--- config.mk ---
export PLATFORM = sky130hd
export DESIGN_NAME = prt_prep
export DESIGN_NICKNAME = d
export VERILOG_FILES = /design/src/rtl/core/prt_pkg.sv /design/src/rtl/core/prt_prep.sv
export SDC_FILE = /design/constraint.sdc
export NUM_CORES = 1
export LEC_CHECK = 0
export ABC_AREA = 1
export BUFFER_PORTS_ARGS = -buffer_cell sky130_fd_sc_hd__buf_2
export CAP_MARGIN = 10
export CORE_UTILIZATION = 55
export DETAILED_ROUTE_END_ITERATION = 10
export MAX_ROUTING_LAYER = met4
export PLACE_DENSITY = 0.83
export SLEW_MARGIN = 40
export SYNTH_ARGS = -nofsm -noshare
export SYNTH_HDL_FRONTEND = slang
export SYNTH_SLANG_ARGS = --single-unit
export TNS_END_PERCENT = 50
--- constraint.sdc ---
create_clock -name clk -period 3.5 [get_ports clk]
set_input_delay 0.7 -clock clk [delete_from_list [all_inputs] [get_ports clk]]
set_output_delay 0.7 -clock clk [all_outputs]
set_load 0.1 [all_outputs]
--- src/rtl/core/prt_pkg.sv ---
// Shared constants and types for the point rotation pipeline.
// No dependencies.
package prt_pkg;

  // Extra fraction bits carried through the CORDIC datapath.
  localparam int GUARD = 8;

  // Angle accumulator width: 2^32 per full turn plus a sign bit.
  localparam int ZW = 33;

  // CORDIC limit gain 0.6072529350 as an unsigned 0.32 fraction.
  localparam logic [31:0] KGAIN = 32'd2608131496;

  // atan(2^-i) / (2*pi) * 2^32, truncated.
  localparam logic [31:0] ATAN_TAB [32] = '{
    32'h20000000, 32'h12E4051D, 32'h09FB385B, 32'h051111D4,
    32'h028B0D43, 32'h0145D7E1, 32'h00A2F61E, 32'h00517C55,
    32'h0028BE53, 32'h00145F2E, 32'h000A2F98, 32'h000517CC,
    32'h00028BE6, 32'h000145F3, 32'h0000A2F9, 32'h0000517C,
    32'h000028BE, 32'h0000145F, 32'h00000A2F, 32'h00000517,
    32'h0000028B, 32'h00000145, 32'h000000A2, 32'h00000051,
    32'h00000028, 32'h00000014, 32'h0000000A, 32'h00000005,
    32'h00000002, 32'h00000001, 32'h00000000, 32'h00000000
  };

  // Control that travels with each item down the pipeline.
  typedef struct packed {
    logic valid;  // stage holds a live item
    logic same;   // point equals pivot: pass pivot through unchanged
  } ctl_t;

endpackage

--- src/rtl/core/prt_prep.sv ---
// Input stage: pivot offset, quarter-turn pre-rotation and residual angle.
// Depends on prt_pkg.
module prt_prep #(
  parameter int CB = 32,
  parameter int AB = 16,
  parameter int W  = 43
) (
  input  logic                    clk,
  input  logic                    rst,
  input  logic                    start,
  input  logic signed [CB-1:0]    point_x,
  input  logic signed [CB-1:0]    point_y,
  input  logic signed [CB-1:0]    pivot_x,
  input  logic signed [CB-1:0]    pivot_y,
  input  logic [AB-1:0]           turn_angle,
  output logic signed [W-1:0]     x,
  output logic signed [W-1:0]     y,
  output logic signed [prt_pkg::ZW-1:0] z,
  output logic signed [CB-1:0]    piv_x,
  output logic signed [CB-1:0]    piv_y,
  output prt_pkg::ctl_t           ctl
);
  import prt_pkg::*;

  logic signed [CB:0]   dx, dy, rot_x, rot_y;
  logic [AB-1:0]        q_sum, resid;
  logic [1:0]           quad;
  logic signed [W-1:0]  x_next, y_next;
  logic signed [ZW-1:0] z_next;

  always_comb begin
    dx    = {point_x[CB-1], point_x} - {pivot_x[CB-1], pivot_x};
    dy    = {point_y[CB-1], point_y} - {pivot_y[CB-1], pivot_y};
    // Nearest quarter turn, leaving the residual in [-1/8, 1/8) turn.
    q_sum = turn_angle + {3'b001, {(AB-3){1'b0}}};
    quad  = q_sum[AB-1:AB-2];
    resid = turn_angle - {quad, {(AB-2){1'b0}}};
    z_next = {{(ZW-AB){resid[AB-1]}}, resid} <<< (32 - AB);
    case (quad)
      2'd0: begin
        rot_x = dx;
        rot_y = dy;
      end
      2'd1: begin
        rot_x = -dy;
        rot_y = dx;
      end
      2'd2: begin
        rot_x = -dx;
        rot_y = -dy;
      end
      2'd3: begin
        rot_x = dy;
        rot_y = -dx;
      end
      default: begin
        rot_x = dx;
        rot_y = dy;
      end
    endcase
    x_next = W'(rot_x) <<< GUARD;
    y_next = W'(rot_y) <<< GUARD;
  end

  always_ff @(posedge clk) begin
    if (rst) begin
      ctl <= '0;
    end else begin
      ctl.valid <= start;
      ctl.same  <= (point_x == pivot_x) && (point_y == pivot_y);
    end
  end

  always_ff @(posedge clk) begin
    x     <= x_next;
    y     <= y_next;
    z     <= z_next;
    piv_x <= pivot_x;
    piv_y <= pivot_y;
  end

endmodule

==> metrics.csv <==
metric,value,unit
outcome,"finished, final reports clean",
ctsHoldBuffers,0,
synth-async-reset-ratio,0,%
dpl.hpwl,39710,um
fillers,2010,
postPlaceCellArea,0.01519,mm^2
seqCellArea,0.002963,mm^2
cp.required,3.80,ns
route.final.wire_length,48230,um
yosys_warnings,0,
routed-via-count,15450,
maxSlewViolCount,0,
synth.cell_area,0.01271,mm^2
setup_viol,0,
drive_gt1_share,22.03,%
grt_overflow_total,0,
synth_seq_cells,148,
pwr-share-seq,23.3,%
postSynthAreaPerCell,5.827,um^2
cts_tree,built,
synth_top_flop_cell,dfxtp_1,
synth_edf_count,0,
grt_usage,41.33,%
post_cts.repair.setup_buffers,0,
die_h,154.0,um
p_leak,9.185,nW
boundaryPins,332,
netSwitchingFraction,54.44,%
place_inst,2850,
syn_to_final_growth,24.02,%
tightest_slew,0.6151,ns
ys_types,47,
fmax,0.3010,GHz
critPathMaxFanout,4,
rsz0062_at_grt,no,
port_buffers,299,
cts_buffers,17,
wl_met2,22810,um
startpoint_type,input port,
hold_violations,0,
post_cts_resized,0,
cts_sinks,148,
finalNetCount,2801,
firstDrtPassIters,9,
yosysSeqAreaShare,23.31,%
antenna_found_initial,0,
hold_class,in2reg,
grt_pass1_vias,14550,
cts-htree-levels,4,
grt_pass1_wl,73780,um
ant_nets,0,
met1_length,18140,um
min_period,3.323,ns
critPathCaptureType,flip-flop,
p_int,3.968,mW
critPathSlowestCell,fa_1,
combPwrFrac,55.4,%
multi_input_area,0.007941,mm^2
antennaDiodeCount,0,
clkPwrFrac,21.3,%
switchingPower,4.740,mW
die_x,154.0,um
peakVddDrop,0.4603,mV
vias_per_cell,5.360,
drv_cap,0,
clk_pin_slew_worst_paths,0.07,ns
rows,55,
setup_tns,0,ns
start_util,56.13,%
hold_ws,0.3605,ns
coreArea,0.02264,mm^2
clk_path_buf_depth,2,
fin_total_pwr,8.708,mW
die_area,0.02372,mm^2
max_stage_delay,0.57,ns
final_cells,2882,
fin_area,0.01576,mm^2
cts-root-buf,clkbuf_16,
top_layer,met4,
cp_cell_sequence,"buf_2, inv_1, ha_1, fa_1, inv_1, nor3_1, nand2_1, nor2_1, nand2_1, nor2_1, nand2_1, nor2_1, nand2_1, nor2_1, nand4_1, nand3_1, nand4_1",
cp.arrival,3.62,ns
drt_iter0_markers,1420,
drc,0,
wl_met3,3910,um
syn_inst,2181,
grt_max_degree,52,
powerDensity,552.5,mW/mm^2
max-slew-margin-rel,58.95,%
path_class,in2reg,
min_period_over_period,94.94,%
wl_per_cell,16.73,um
gp_routability_congestion,1.010,
-- power by group through the flow --
stage | logic [mW] | registers, mW | clock network, mW
detailed placement | 4.73 | 2.06 | 0
global route | 5.07 | 2.04 | 1.92
finish | 4.82 | 2.03 | 1.85
floorplan | 1.84 | 3.82 | 0
CTS | 4.75 | 2.02 | 1.85
global placement | 4.66 | 2.06 | 0
-- through the flow --
step / worst slack [ns] / utilization, %
finish: 0.1773 / 69.62
global route: 0.07066 / 69.62
CTS: 0.3734 / 69.62
detailed placement: -0.07022 / 67.11
global placement: 0.01614 / 67.11
floorplan: 0.4788 / -
-- worst paths after layout --
path | startpoint | depth (start not counted) | to
setup / recovery | point_y[0] | 17 | x[31]
hold / removal | turn_angle[12] | 1 | z[28]
-- worst max-delay path: cells and delay by family --
family | cells | cell delay, ns
simple gates | 12 | 1.93
fa+ha+maj | 2 | 0.79
buf+inv | 3 | 0.19
-- final cells by class --
class	instances	share of cell area, %
multi-input combinational	1589	50.38
sequential	148	18.80
timing repair buffer	416	15.15
inverter	412	9.812
clock buffer	20	2.834
tap	285	2.262
clock inverter	12	0.7621
-- cells in the final DEF (no fill, tap or decap), types with 18 or more instances in the layout --
cell type,n
nand2_1,820
inv_1,392
buf_2,299
nor2_1,154
nand3_1,149
dfxtp_1,148
buf_4,116
nand4_1,77
ha_1,68
a21oi_1,48
nand2_2,41
nor2_2,35
conb_1,32
o21ai_0,29
xor2_1,25
o2111ai_1,20
inv_2,18
-- layer usage --
metal  vias up  GRT usage (%)
met1      6837          45.17
li1       7492              -
met3       202          5.975
met4         0          26.14
met2       917          70.61
met5         -              -
-- synthesized netlist by cell type (3+ instances only) --
| library cell | instances | area share, % |
|---|---|---|
| nand3b_1 | 8 | 0.47 |
| nand3_1 | 149 | 5.9 |
| o22ai_1 | 4 | 0.20 |
| xor2_2 | 4 | 0.51 |
| nand2_4 | 3 | 0.27 |
| ha_1 | 68 | 6.7 |
| xnor2_1 | 8 | 0.55 |
| and2_1 | 4 | 0.20 |
| o21ai_0 | 29 | 1.1 |
| a21oi_1 | 48 | 1.9 |
| nand3_2 | 9 | 0.71 |
| nor2_2 | 32 | 1.6 |
| buf_2 | 5 | 0.20 |
| nand4_1 | 77 | 3.8 |
| nor3_1 | 11 | 0.43 |
| dfxtp_1 | 148 | 23 |
| o211ai_1 | 5 | 0.30 |
| buf_4 | 39 | 2.3 |
| nor2_4 | 5 | 0.44 |
| o21bai_1 | 3 | 0.18 |
| nand2_2 | 41 | 2.0 |
| nand2_1 | 820 | 24 |
| nor2_1 | 158 | 4.7 |
| xnor2_2 | 3 | 0.38 |
| o2111ai_1 | 20 | 1.4 |
| clkbuf_1 | 19 | 0.56 |
| inv_2 | 18 | 0.53 |
| inv_1 | 392 | 12 |
| xor2_1 | 25 | 1.7 |
-- kinds of logic after synthesis --
| group | Yosys count | share of synthesized area [%] |
|---|---|---|
| xor+xnor | 40 | 3.170 |
| simple gates | 1326 | 45.44 |
| other cells | 1 | 0.02951 |
| fa+ha+maj | 70 | 7.010 |
| compound gates | 121 | 5.809 |
| flops | 148 | 23.31 |
| buf+inv | 475 | 15.23 |
-- flip-flops by register name, summed over array words and instances (netlist names) --
signal / cells
x: 33
piv_x: 32
z: 16
piv_y: 32
ctl: 2
y: 33
Note: power is estimated with default switching activity, not from simulation.
