<file path="src/rtl/core/prt_pkg.sv">
// Shared constants and types for the point rotation pipeline.
// No dependencies.
package prt_pkg;

  // Extra fraction bits carried through the CORDIC datapath.
  localparam int GUARD = 8;

  // Angle accumulator width: 2^32 per full turn plus a sign bit.
  localparam int ZW = 33;

  // CORDIC limit gain 0.6072529350 as an unsigned 0.32 fraction.
  localparam logic [31:0] KGAIN = 32'd2608131496;

  // atan(2^-i) / (2*pi) * 2^32, truncated.
  localparam logic [31:0] ATAN_TAB [32] = '{
    32'h20000000, 32'h12E4051D, 32'h09FB385B, 32'h051111D4,
    32'h028B0D43, 32'h0145D7E1, 32'h00A2F61E, 32'h00517C55,
    32'h0028BE53, 32'h00145F2E, 32'h000A2F98, 32'h000517CC,
    32'h00028BE6, 32'h000145F3, 32'h0000A2F9, 32'h0000517C,
    32'h000028BE, 32'h0000145F, 32'h00000A2F, 32'h00000517,
    32'h0000028B, 32'h00000145, 32'h000000A2, 32'h00000051,
    32'h00000028, 32'h00000014, 32'h0000000A, 32'h00000005,
    32'h00000002, 32'h00000001, 32'h00000000, 32'h00000000
  };

  // Control that travels with each item down the pipeline.
  typedef struct packed {
    logic valid;  // stage holds a live item
    logic same;   // point equals pivot: pass pivot through unchanged
  } ctl_t;

endpackage

</file>
<file path="src/rtl/core/prt_gain.sv">
// Gain removal, rounding, pivot add-back and saturation, five register stages.
// Depends on prt_pkg.
module prt_gain #(
  parameter int CB = 32,
  parameter int W  = 43
) (
  input  logic                 clk,
  input  logic                 rst,
  input  logic signed [W-1:0]  x_in,
  input  logic signed [W-1:0]  y_in,
  input  logic signed [CB-1:0] piv_x_in,
  input  logic signed [CB-1:0] piv_y_in,
  input  prt_pkg::ctl_t        ctl_in,
  output logic                 done,
  output logic signed [CB-1:0] rotated_x,
  output logic signed [CB-1:0] rotated_y,
  output logic                 saturated
);
  import prt_pkg::*;

  localparam int MW = (W > 32) ? W : 33;       // magnitude, padded above 32 bits
  localparam int HW = MW - 32;                 // upper magnitude slice
  localparam int PW = HW + 33;                 // product scaled by 2^-32
  localparam int VW = HW + 27;                 // signed result after guard removal
  localparam int SW = ((VW > CB) ? VW : CB) + 2;

  // Pipeline control and pivot for stages 1 to 4; stage 5 is the output register.
  ctl_t                ctl   [4];
  logic signed [CB-1:0] pvx  [4];
  logic signed [CB-1:0] pvy  [4];

  logic [1:0]           sat_lane;
  logic signed [CB-1:0] out_lane [2];

  always_ff @(posedge clk) begin
    if (rst) begin
      for (int s = 0; s < 4; s++) begin
        ctl[s] <= '0;
      end
    end else begin
      ctl[0] <= ctl_in;
      for (int s = 1; s < 4; s++) begin
        ctl[s] <= ctl[s-1];
      end
    end
  end

  always_ff @(posedge clk) begin
    pvx[0] <= piv_x_in;
    pvy[0] <= piv_y_in;
    for (int s = 1; s < 4; s++) begin
      pvx[s] <= pvx[s-1];
      pvy[s] <= pvy[s-1];
    end
  end

  for (genvar c = 0; c < 2; c++) begin : g_lane
    logic signed [W-1:0]  v_in;
    logic signed [CB-1:0] piv;
    logic [W-1:0]         mag_next;
    logic [MW-1:0]        mag;
    logic                 neg1, neg2, neg3;
    logic [63:0]          lo_k;
    logic [PW-2:0]        hi_k;
    logic [PW-1:0]        p0, p0_next;
    logic [PW:0]          p0_rnd;
    logic [VW-2:0]        p1;
    logic signed [VW-1:0] v, v_next;
    logic signed [SW-1:0] sum;
    logic                 fits;
    logic signed [CB-1:0] clip_val;
    logic [64:0]          lo_rnd;

    assign v_in = (c == 0) ? x_in : y_in;
    assign piv  = (c == 0) ? pvx[3] : pvy[3];

    always_comb begin
      mag_next = v_in[W-1] ? (~v_in + W'(1)) : v_in;
      lo_rnd   = {1'b0, lo_k} + 65'h0_8000_0000;
      p0_next  = PW'(hi_k) + PW'(lo_rnd[64:32]);
      p0_rnd   = {1'b0, p0} + (PW+1)'(1 << (GUARD - 1));
      p1       = p0_rnd[PW:GUARD];
      v_next   = neg3 ? -$signed({1'b0, p1}) : $signed({1'b0, p1});
      sum      = SW'(v) + SW'(piv);
      fits     = (sum[SW-1:CB-1] == '0) || (sum[SW-1:CB-1] == '1);
      if (fits) begin
        clip_val = sum[CB-1:0];
      end else if (sum[SW-1]) begin
        clip_val = {1'b1, {(CB-1){1'b0}}};
      end else begin
        clip_val = {1'b0, {(CB-1){1'b1}}};
      end
    end

    always_ff @(posedge clk) begin
      // Stage 1: sign and magnitude.
      mag  <= MW'(mag_next);
      neg1 <= v_in[W-1];
      // Stage 2: split product, each part within 32 x 32.
      lo_k <= mag[31:0] * KGAIN;
      hi_k <= mag[MW-1:32] * KGAIN;
      neg2 <= neg1;
      // Stage 3: combine parts, rounding the low half.
      p0   <= p0_next;
      neg3 <= neg2;
      // Stage 4: drop guard bits with rounding, restore sign.
      v    <= v_next;
    end

    assign sat_lane[c] = !fits;
    assign out_lane[c] = clip_val;
  end

  // Stage 5: add pivot, clip; a point on the pivot passes through.
  always_ff @(posedge clk) begin
    if (rst) begin
      done <= 1'b0;
    end else begin
      done <= ctl[3].valid;
    end
  end

  always_ff @(posedge clk) begin
    if (ctl[3].same) begin
      rotated_x <= pvx[3];
      rotated_y <= pvy[3];
      saturated <= 1'b0;
    end else begin
      rotated_x <= out_lane[0];
      rotated_y <= out_lane[1];
      saturated <= |sat_lane;
    end
  end

endmodule

</file>
<file path="config.mk">
export PLATFORM = sky130hd
export DESIGN_NAME = prt_gain
export DESIGN_NICKNAME = d
export VERILOG_FILES = /design/src/rtl/core/prt_pkg.sv /design/src/rtl/core/prt_gain.sv
export SDC_FILE = /design/constraint.sdc
export NUM_CORES = 2
export LEC_CHECK = 0
export ABC_CLOCK_PERIOD_IN_PS = 12000
export BUFFER_PORTS_ARGS = -buffer_cell sky130_fd_sc_hd__buf_2
export CORE_UTILIZATION = 45
export DETAILED_ROUTE_END_ITERATION = 7
export SLEW_MARGIN = 40
export SYNTH_ARGS = -nofsm -noshare
export SYNTH_HDL_FRONTEND = slang
export SYNTH_SLANG_ARGS = --single-unit
</file>
<file path="constraint.sdc">
create_clock -name clk -period 12 [get_ports clk]
set_input_delay 2.4 -clock clk [delete_from_list [all_inputs] [get_ports clk]]
set_output_delay 2.4 -clock clk [all_outputs]
set_load 0.01 [all_outputs]
</file>
==> results list <==
* Initial core utilization: about 45%
* Remaining number of nets flagged by the antenna check after routing: 0
* Most frequent standard cell in the layout excluding fill and tap cells: sky130_fd_sc_hd__inv_1
- Measured in cells, the most critical reg-to-reg path has a length of 25.
- In the global route stage, overall resource usage came out at approximately 23%.
- Filler Cell Count: between 15000 and 20000
- Summed negative setup slack over all endpoints: 0 ns
- Netlist cell types: 86
- 220 I/O pins were placed.
- The mapped netlist covers 0.0741 mm^2.
- Post-synth EDFFs: 0
- Synthesis inferred just over 700 register bits.
- Skew-Pair Late Insertion Delay: ~0.70 ns
- TritonCTS clock tree: done
- Most frequent cell on the critical path: sky130_fd_sc_hd__fa_1
* Endpoint type of the worst setup path: flip-flop
* Achievable clock frequency: 116 MHz
- The largest total area in the synthesized netlist belongs to sky130_fd_sc_hd__fa_1.
- Cells with a size suffix above 1 make up 5.75% of the layout.
- Main area contributors after synthesis: sky130_fd_sc_hd__fa_1 (31%), sky130_fd_sc_hd__dfxtp_1 (19%), sky130_fd_sc_hd__ha_1 (18%)
- Dividing the detail-routed via count by the number of cells gives approximately 5.0.
- In this run the critical register-to-register path is launched from g_lane[1].mag[10]$_DFF_P_.
- In the synthesized netlist the async set-or-reset flop fraction comes to 0%.
* CP peak stage delay: between 0.6 and 0.7 ns
- The worst register-to-register path has a setup slack of 3.40 ns.
* X dimension of the die: 408 um
* Cell with the largest stage delay on the worst path: sky130_fd_sc_hd__a211oi_1
- Hold Crit Depth: 0
- Data on the critical path arrives at its endpoint at 9.14 ns.
- Max-capacitance violation count: 0
- The share of the Yosys chip area taken by registers is between 10% and 20%.
- Final setup violating endpoints: 0
* GRT Residual Overflow: 0
- Together, buffers and inverters on the worst path number 4.
- Of the post-synthesis cell area, the dominant cell type holds between 30% and 40%.
- Result of the run: completed
* HPWL after DPL: 163 mm
- Across the whole layout, storage elements account for between 0.01 and 0.015 mm^2.
- Diode insertion count for antenna repair: 0
- For this run, the detailed router's first-pass iteration total came to 6.
* Worst Max-Slew Pin Slew: 0.823 ns
* Post-Synthesis Net Count: 9795
- Worst Hold Launch: pvx[2][1]$_DFF_P_
* TritonCTS Buffers: 83
- The synthesized netlist devotes between 8 and 9% of its cell area to compound gates.
- In this run the worst path has a maximum fanout of 7.
- In this run the mean area of a mapped cell was 9.97 um^2.
- The first global-routing pass estimated 298 mm of wire.
- Clock skew: roughly 0.053 ns
- Root Driver: sky130_fd_sc_hd__clkbuf_16
- Hold EP: pvx[3][1]$_DFF_P_
- The min-delay analysis places its worst path in the category flip-flop to flip-flop.
* Worst slew slack as a fraction of its limit: 44.7%
- The worst path in the final design needs a cycle of ~8.6 ns, including I/O delays and setup.
* CTS resizes: 0
- The synthesized netlist devotes 48.9% of its cell area to adder and majority cells.
* Setup Fix Bufs, Post-CTS: 0
- Post-detailed-routing wire length: 187 mm
- Critical path startpoint category: flip-flop
- Setup repair after global routing missed its margin: false
- The initial antenna violation count came to 4.
* Port Buf Inserts: 219
- From synthesis to final layout, the design area changed by 9.17%.
* Count of routing violations after the opening detailed-route iteration: 2418
* Simple logic cell fraction of the synthesized area: 7.38%
- At the worst endpoint, the required time is 12.54 ns.
- Main combinational cell family by area after synthesis: adder cells
* Synth Flop Type: sky130_fd_sc_hd__dfxtp_1
* Clock edge transition at the registers on the reported setup and hold paths: 0.06 ns
- The library cells used most frequently in the layout, excluding fill and tap cells, are sky130_fd_sc_hd__inv_1 (1847), sky130_fd_sc_hd__fa_1 (1140), sky130_fd_sc_hd__ha_1 (1070), sky130_fd_sc_hd__dfxtp_1 (713), sky130_fd_sc_hd__xnor2_1 (394).
- The number of pins exceeding their max-slew limit in the final report is 0.
- Endpoint of the most critical register-to-register path: g_lane[1].lo_k[63]$_DFF_P_
* Crit path max-delay family: adder cells
* # nets final: 10000
* Die Area: 0.166 mm^2
* CTS sink cnt: 718
* Number of standard-cell rows in the floorplan: 148
- Via count of the first global-routing pass: ~53000
* Post-CTS Hold Buffers: 0
* Maximum number of pins on one net before global-route repair: 63
- The multi-input combinational cells in the finished layout cover a total of approximately 0.052 mm^2.
- Height of the chip: 408 um
- After technology mapping, the gate count stands at ~7400.
* Post-DR wirelength/cell: between 15 and 20 um
* Count of final hold-check violations: 0
- Placeable core area: 0.163 mm^2
- The Yosys step of the flow raised 0 warnings.
* Number of buffers on the longest clock path: 3
- The critical path is of the flip-flop to flip-flop type.
- The final critical path takes up 71.6% of the cycle.
- Summing the areas of all xor and xnor instances in the mapped netlist gives 6.19% of the synthesized area.
- In the routed design, unresolved DRC markers number 0.
* Share of cell area taken by muxes after synthesis: less than 1%
- For this block, the via count after detailed routing is between 40000 and 50000.
* Final RePlAce weighted congestion: 0.969
- Htree depth: 3
## layout make-up
type / instances / share of cell area [%]
clock buffer: 94 / 2.71
clock inverter: 60 / 1.16
inverter: 1849 / 8.58
multi-input combinational: 4777 / 64.9
sequential: 718 / 17.8
tap: 2175 / 3.36
timing repair buffer: 237 / 1.52
## state kept, by name, summed over array words and instances (netlist names)
register / count
pvx: 128
pvy: 128
g_lane.mag: 86
g_lane.hi_k: 80
g_lane.v: 76
g_lane.p0: 74
g_lane.lo_k: 66
rotated_x: 32
rotated_y: 32
ctl: 8
g_lane.neg1: 2
g_lane.neg2: 2
g_lane.neg3: 2
done: 1
saturated: 1
## cell usage after synthesis (13+ instances only)
library cell,instances
sky130_fd_sc_hd__nor2_1,227
sky130_fd_sc_hd__and3_1,54
sky130_fd_sc_hd__a21o_1,137
sky130_fd_sc_hd__nand2b_1,44
sky130_fd_sc_hd__or2_2,19
sky130_fd_sc_hd__fa_1,1140
sky130_fd_sc_hd__or3_1,35
sky130_fd_sc_hd__o21a_1,54
sky130_fd_sc_hd__nor2b_1,62
sky130_fd_sc_hd__xor2_1,130
sky130_fd_sc_hd__a21oi_1,245
sky130_fd_sc_hd__clkbuf_1,81
sky130_fd_sc_hd__and4_1,15
sky130_fd_sc_hd__o21ai_0,202
sky130_fd_sc_hd__or4_1,14
sky130_fd_sc_hd__xnor2_1,394
sky130_fd_sc_hd__o211ai_1,15
sky130_fd_sc_hd__o41ai_1,13
sky130_fd_sc_hd__dfxtp_1,718
sky130_fd_sc_hd__nand3_1,126
sky130_fd_sc_hd__a211oi_1,29
sky130_fd_sc_hd__and2_1,27
sky130_fd_sc_hd__nand4_1,55
sky130_fd_sc_hd__a31oi_1,25
sky130_fd_sc_hd__ha_1,1070
sky130_fd_sc_hd__nor3_1,66
sky130_fd_sc_hd__o311ai_0,36
sky130_fd_sc_hd__o31ai_1,39
sky130_fd_sc_hd__inv_1,1847
sky130_fd_sc_hd__nand2_1,311
sky130_fd_sc_hd__o21bai_1,22
## per-layer routing
layer | vias to the layer above | wire length, um | share of wire, % | global-route usage, %
met2 | 988 | 85000 | 46 | 37.2
met1 | 24300 | 89100 | 48 | 32.5
met3 | 222 | 8470 | 4.5 | 3.05
li1 | 24000 | - | - | -
met5 | - | 11 | 0.0059 | 0
met4 | 2 | 4190 | 2.2 | 5.27
## worst max-delay path by stage
| stage | startpoint | to | depth (start not counted) |
|---|---|---|---|
| 2_1_floorplan | g_lane[1].mag[6]$_DFF_P_ | g_lane[1].lo_k[63]$_DFF_P_ | 28 |
| 3_3_place_gp | g_lane[1].mag[10]$_DFF_P_ | g_lane[1].lo_k[63]$_DFF_P_ | 25 |
| 3_5_place_dp | g_lane[1].mag[10]$_DFF_P_ | g_lane[1].lo_k[63]$_DFF_P_ | 25 |
| 4_1_cts | g_lane[1].mag[10]$_DFF_P_ | g_lane[1].lo_k[63]$_DFF_P_ | 25 |
| 5_1_grt | g_lane[1].mag[10]$_DFF_P_ | g_lane[1].lo_k[63]$_DFF_P_ | 25 |
| 6_report | g_lane[1].mag[10]$_DFF_P_ | g_lane[1].lo_k[63]$_DFF_P_ | 25 |
## per-stage QoR
step	worst slack (ns)	instances	utilization [%]	instance area [um^2]	hold WS [ns]
detailed placement	3.49	9756	47.7	77800	0.312
CTS	3.42	9910	49.6	80900	0.321
floorplan	4.70	7431	-	74100	0.310
global placement	3.67	9756	47.7	77800	0.311
global route	3.05	9910	49.6	80900	0.329
finish	3.40	9910	49.6	80900	0.322
## kinds of logic after synthesis
kind of cell	count (synthesis)
flip-flops	718
AND/OR/NAND/NOR	1101
adder cells (fa/ha/maj)	2210
buffers and inverters	1936
AO/OA/AOI/OAI	929
multiplexers	13
XOR/XNOR	524
Power is left out: the tool's default activity adds up to more than one toggle a clock period on the data nets, which glitch-free logic cannot reach.
